[src/rtl/core/dpsh_pkg.sv]
package dpsh_pkg;

	localparam int HW = 30;
	localparam int PW = 60;

	// Capacity of the character store.
	localparam int MAX_LENGTH = 1024;

	typedef enum logic [1:0] {
		REQ_START  = 2'd0,
		REQ_APPEND = 2'd1,
		REQ_QUERY  = 2'd2,
		REQ_NONE   = 2'd3
	} req_t;

	localparam logic [1:0] ST_OK = 2'd0;
	localparam logic [1:0] ST_RANGE = 2'd1;
	localparam logic [1:0] ST_FULL = 2'd2;

	localparam logic [1:0] CFG_BASE_A = 2'd0;
	localparam logic [1:0] CFG_MOD_A = 2'd1;
	localparam logic [1:0] CFG_BASE_B = 2'd2;
	localparam logic [1:0] CFG_MOD_B = 2'd3;

	localparam logic [29:0] RST_BASE_A = 30'd131;
	localparam logic [29:0] RST_MOD_A = 30'd1000000007;
	localparam logic [29:0] RST_BASE_B = 30'd13331;
	localparam logic [29:0] RST_MOD_B = 30'd998244353;

	// Command from the front end to the back end.
	typedef struct packed {
		req_t        kind;
		logic [15:0] char_code;
		logic [9:0]  left;
		logic [9:0]  right;
	} cmd_t;

endpackage

[src/rtl/core/dpsh_front.sv]
module dpsh_front (
	input  logic             clk,
	input  logic             arst_n,
	input  logic             s_tvalid,
	output logic             s_tready,
	input  logic [39:0]      s_tdata,
	output logic             q_valid,
	input  logic             q_ready,
	output dpsh_pkg::cmd_t   q_cmd
);
	import dpsh_pkg::*;

	cmd_t buf_q [2];
	logic [1:0] cnt_q;
	logic       wp_q, rp_q;
	cmd_t in_cmd;
	logic push, pop;

	always_comb begin
		in_cmd.kind = req_t'(s_tdata[1:0]);
		in_cmd.char_code = s_tdata[17:2];
		in_cmd.left = s_tdata[27:18];
		in_cmd.right = s_tdata[37:28];
	end

	assign s_tready = (cnt_q != 2'd2);
	assign push = s_tvalid && s_tready;
	assign q_valid = (cnt_q != 2'd0);
	assign pop = q_valid && q_ready;
	assign q_cmd = buf_q[rp_q];

	always_ff @(posedge clk or negedge arst_n) begin
		if (!arst_n) begin
			cnt_q <= '0;
			wp_q <= 1'b0;
			rp_q <= 1'b0;
		end else begin
			if (push) wp_q <= ~wp_q;
			if (pop) rp_q <= ~rp_q;
			cnt_q <= cnt_q + {1'b0, push} - {1'b0, pop};
		end
	end

	always_ff @(posedge clk) begin
		if (push) buf_q[wp_q] <= in_cmd;
	end

	assert property (@(posedge clk) disable iff (!arst_n) cnt_q != 2'd3)
		else $error("command queue count out of range");

endmodule

[config.mk]
export PLATFORM = sky130hd
export DESIGN_NAME = dpsh_front
export DESIGN_NICKNAME = d
export VERILOG_FILES = /design/src/rtl/core/dpsh_pkg.sv /design/src/rtl/core/dpsh_front.sv
export SDC_FILE = /design/constraint.sdc
export NUM_CORES = 1
export LEC_CHECK = 0
export ABC_CLOCK_PERIOD_IN_PS = 3500
export CAP_MARGIN = 25
export CORE_MARGIN = 2
export CORE_UTILIZATION = 50
export DETAILED_ROUTE_END_ITERATION = 10
export DONT_BUFFER_PORTS = 1
export PLACE_DENSITY_LB_ADDON = 0.25
export SLEW_MARGIN = 20
export SYNTH_ARGS = -nofsm -noshare
export SYNTH_HDL_FRONTEND = slang
export SYNTH_SLANG_ARGS = --single-unit
export TNS_END_PERCENT = 100
[constraint.sdc]
create_clock -name clk -period 3.5 [get_ports clk]
set_clock_uncertainty 0.05 [all_clocks]
set_input_delay 0.175 -clock clk [delete_from_list [all_inputs] [get_ports clk]]
set_output_delay 0.175 -clock clk [all_outputs]
set_load 0.02 [all_outputs]
Yosys cells after proc, flatten, opt, wreduce, memory -nomap -nowiden
Memories as Yosys holds them, arrays and structs flattened.
Cells that the tools add are included.
{"block": "totals", "ramBits": 76, "reg_bits": 4, "mem_count": 1, "elab_cells": 14}
{"block": "op_classes", "bitwise": 2, "muxes": 2, "n_addsub": 2, "reduce_logical": 3, "n_eq_ne": 1}
{"memory": "buf_q", "words": 2, "width": 38, "rd": 1, "rd_ports_with_merged_regs": 0, "write_ports": 1, "line_no": "dpsh_front.sv:13", "source": "cmd_t buf_q [2];"}
{"operator": "adder 2 x 1 -> 2 bit", "n": 1}
{"operator": "logical AND 1 bit", "n": 2}
{"operator": "two-way mux 1 bit", "n": 2}
{"operator": "inequality test 2 bit, second input constant", "n": 1}
{"operator": "inverter 1 bit", "n": 2}
{"operator": "nonzero test 2 bit", "n": 1}
{"operator": "subtractor 2 x 1 -> 2 bit", "n": 1}

Logic depth before layout (Yosys ltp)
{"block": "depth", "word_depth": 4, "mapped_depth": 7, "mapped_depth_nobuf": 7}

Least setup slack after synthesis
OpenSTA, ideal clock, no wires.
{"block": "synth_path", "path_type": "register to register", "from": "register cnt_q[1]", "to": "memory buf_q[0][0] (netlist bit), enable pin", "setup_time_ns": 0.433, "period_less_slack_ns": 2.844, "stages_incl_launch_ff": 4, "path_slack_ns": 0.656, "arrival_ns": 2.360, "cell_sequence": "dfrtp_1 -> nand2b_1 -> nand2_1 -> nor2_1"}
{"block": "synth_between", "elab_chain_cells": 4}
{"item": "start, declared", "line_no": "dpsh_front.sv:14", "source": "logic [1:0] cnt_q;"}
{"item": "start signal, assigned", "line_no": "dpsh_front.sv:40", "source": "cnt_q <= cnt_q + {1'b0, push} - {1'b0, pop};"}
{"item": "inequality test 2 bit", "line_no": "dpsh_front.sv:26", "source": "assign s_tready = (cnt_q != 2'd2);"}
{"item": "via s_tready", "line_no": "dpsh_front.sv:5", "source": "output logic s_tready,"}
{"item": "logical AND 1 bit", "line_no": "dpsh_front.sv:27", "source": "assign push = s_tvalid && s_tready;"}
{"item": "two-way mux 1 bit", "line_no": "dpsh_front.sv:45", "source": "if (push) buf_q[wp_q] <= in_cmd;"}
{"item": "two-way mux 1 bit (not written as such)", "line_no": "dpsh_front.sv:45"}
{"item": "end, declared", "line_no": "dpsh_front.sv:13"}
The timed path passes the listed nets, and every way through them passes these cells.

==> metrics.yaml <==
worst_setup_path:
  slowest_delay_ps: 980
  cp_num_buf_inv: 0
  r2r_setup_slack_ps: 1570
  cp_data_arrival_time_ps: 1840
  critPathRequiredTime_ps: 3270
  slowest_stage: "dfrtp_2"
  path_class: "register to output pin"
  worstPathMaxFanout: 39
  rr_worst_depth: 2
  worst_setup_path_start_kind: "register"
  cp-end-kind: "output pin"
  crit_chain: "mux2_2"
  r2r_start: "cnt_q[1]$_DFF_PN0_"
  cp_top_family: "flip-flops"
  reg2reg_to: "buf_q[1][19]$_DFFE_PP_"
yosys:
  netlist_top_cells_area: "edfxtp_1 (76%), mux2_2 (11%), mux2_4 (5.0%), dfrtp_1 (3.4%), xnor2_1 (0.88%)"
  synth_enable_flop_cells: 76
  syn_inst: 135
  synth_top_area_share_pct: 76.4
  synthArstFlopShare_pct: 5.00
  yosys_register_bits: 80
  synth-seq-area-share_pct: 79.7
  yosysMostFrequentCell: "edfxtp_1"
  syn_avg_cell_area_um2: 22.1
  syn_area_um2: 2990
  synth_flop_cell: "edfxtp_1"
  yosys.area.top_type: "edfxtp_1"
  netlist_top_cells_count: "edfxtp_1 (76), mux2_2 (28), mux2_4 (10)"
  syn_nets: 181
  yosysWarningCount: 0
  yosysUniqueCellTypes: 17
layout:
  seqCellArea_um2: 2380
  fin_cells: 263
  syn2layout_area_growth_pct: 22.2
  fin_nets: 229
  multiInputGateArea_um2: 569
  nFillCells: 404
  layout-drive-gt1-share_pct: 29.3
  diodes: 0
timing:
  hold_viol: 0
  rsz0062_at_grt: "false"
  setup_tns_ps: 0
  slew_headroom_pct: 37.0
  min_period_over_period_pct: 58.9
  worstMarginPinSlew_ps: 945
  fmax_mhz: 485
  period_needed_ps: 2060
  setup_viol: 0
  slew_violations: 0
global_route:
  antenna_found_initial: 0
  grt_overflow_total: 0
  grt_usage_pct: 14.7
  grt_max_degree: 40
  grt_pass1_vias: 1394
  grt_pass1_wl_mm: 6.76
clock_network:
  cts_sinks: 80
  cts_tree: "built"
  postCtsSetupRepairBufs: 0
  clk_latency_ps: 330
  clk_pin_slew_ps: 70
  clockBufferDepth: 2
  cts_resized: 0
  cts_root_buffer: "clkbuf_8"
  htree_levels: 3
  cts-buffers-inserted: 9
route:
  drtIter0Drc: 63
  vias: 1340
  firstDrtPassIters: 4
  wl_met2_mm: 2.46
  dr.max_layer_used: "met4"
  wl_per_cell_um: 17.1
  wl_met3_um: 273
  met1_length_mm: 1.64
  drtAntennaViolNets: 0
  drc: 0
  finalWirelength_mm: 4.49
  via_per_inst: 5.10
hold_path:
  min_path_type: "input port to async pin"
die:
  initial_core_util_pct: 51.1
  fp.dieH_um: 81.3
  die-area_um2: 6610
  core_um2: 5850
  die_w_um: 81.3
  row_count: 28
  io_pins: 84
placement:
  dp_hpwl_mm: 2.76
  gp_congestion: 0.622
  dp_cells: 206
  io_buffers: 0
flow_run:
  drv_cap: 0
power_and_ir_drop:
  peakVddDrop_mv: 0.610
  power.density_nw_per_um2: 806
  p_leak_uw: 0.00126
outcome:
  status: "finished, final reports clean"
## stage by stage
step	utilization [%]	instance area (um^2)	hold slack, ps	total power, uW	setup WS, ps
after global routing	62.4	3650	58.9	3080	1350
after floorplan	-	2990	-171	2220	656
after detailed placement	52.1	3050	-170	2320	1340
after CTS	62.0	3630	41.6	2970	1320
after global placement	52.1	3050	-170	2280	1410
final	62.4	3650	57.2	2940	1440
## layer usage
layer / vias up / global-route usage, %
met4: 0 / 9.15
met1: 656 / 15.2
li1: 623 / -
met3: 12 / 3.78
met2: 49 / 26.2
met5: - / 0
## report_power, final
| group | internal, uW | leakage [uW] | switching (uW) |
|---|---|---|---|
| clock | 323 | 0.0000922 | 282 |
| combinational | 353 | 0.000418 | 518 |
| sequential | 1310 | 0.000751 | 152 |
## flip-flops by register name (all words and copies together) (netlist names)
register	cells
buf_q	76
cnt_q	2
rp_q	1
wp_q	1
## cells in the final DEF, fill, tap and decap left out, types with 2 or more instances in the layout
| cell | synthesis | layout |
|---|---|---|
| clkbuf_1 | 0 | 2 |
| clkbuf_8 | 0 | 9 |
| clkinv_1 | 0 | 2 |
| clkinv_2 | 0 | 2 |
| dfrtp_1 | 4 | 3 |
| dlygate4sd3_1 | 0 | 40 |
| edfxtp_1 | 76 | 76 |
| ha_1 | 2 | 2 |
| mux2_2 | 28 | 28 |
| mux2_4 | 10 | 10 |
| xnor2_1 | 3 | 3 |
## cell type report
type,count,share of cell area (%)
Clock buffer,11,3.60
Clock inverter,5,1.30
Inverter,1,0.103
Multi-Input combinational cell,50,15.6
Sequential cell,80,65.3
Tap cell,75,2.57
Timing Repair Buffer,41,11.5
## worst max path at each step
stage	startpoint	cells past startpoint	to
final	rp_q$_DFFE_PN0P_	1	q_cmd[30]
after global routing	rp_q$_DFFE_PN0P_	1	q_cmd[16]
after CTS	cnt_q[1]$_DFF_PN0_	3	buf_q[0][22]$_DFFE_PP_
after detailed placement	cnt_q[1]$_DFF_PN0_	3	buf_q[0][19]$_DFFE_PP_
after global placement	cnt_q[1]$_DFF_PN0_	3	buf_q[0][12]$_DFFE_PP_
after floorplan	cnt_q[1]$_DFF_PN0_	3	buf_q[0][0]$_DFFE_PP_
## timing repair
action                                 4_1_cts  5_1_grt
endpoints found under the hold margin       81        0
hold buffers                                40        0
setup endpoints to repair                    0        0
## cell families (layout without fill, tap and decap cells)
group / after synthesis / after routing / share of synthesized area [%]
AND/OR/NAND/NOR: 6 / 6 / 1.17
XOR/XNOR: 4 / 4 / 1.17
multiplexers: 38 / 38 / 15.6
flip-flops: 80 / 80 / 79.7
adder cells (fa/ha/maj): 2 / 2 / 0.837
buffers and inverters: 5 / 58 / 1.51
Note: power is estimated with default switching activity, not from simulation.
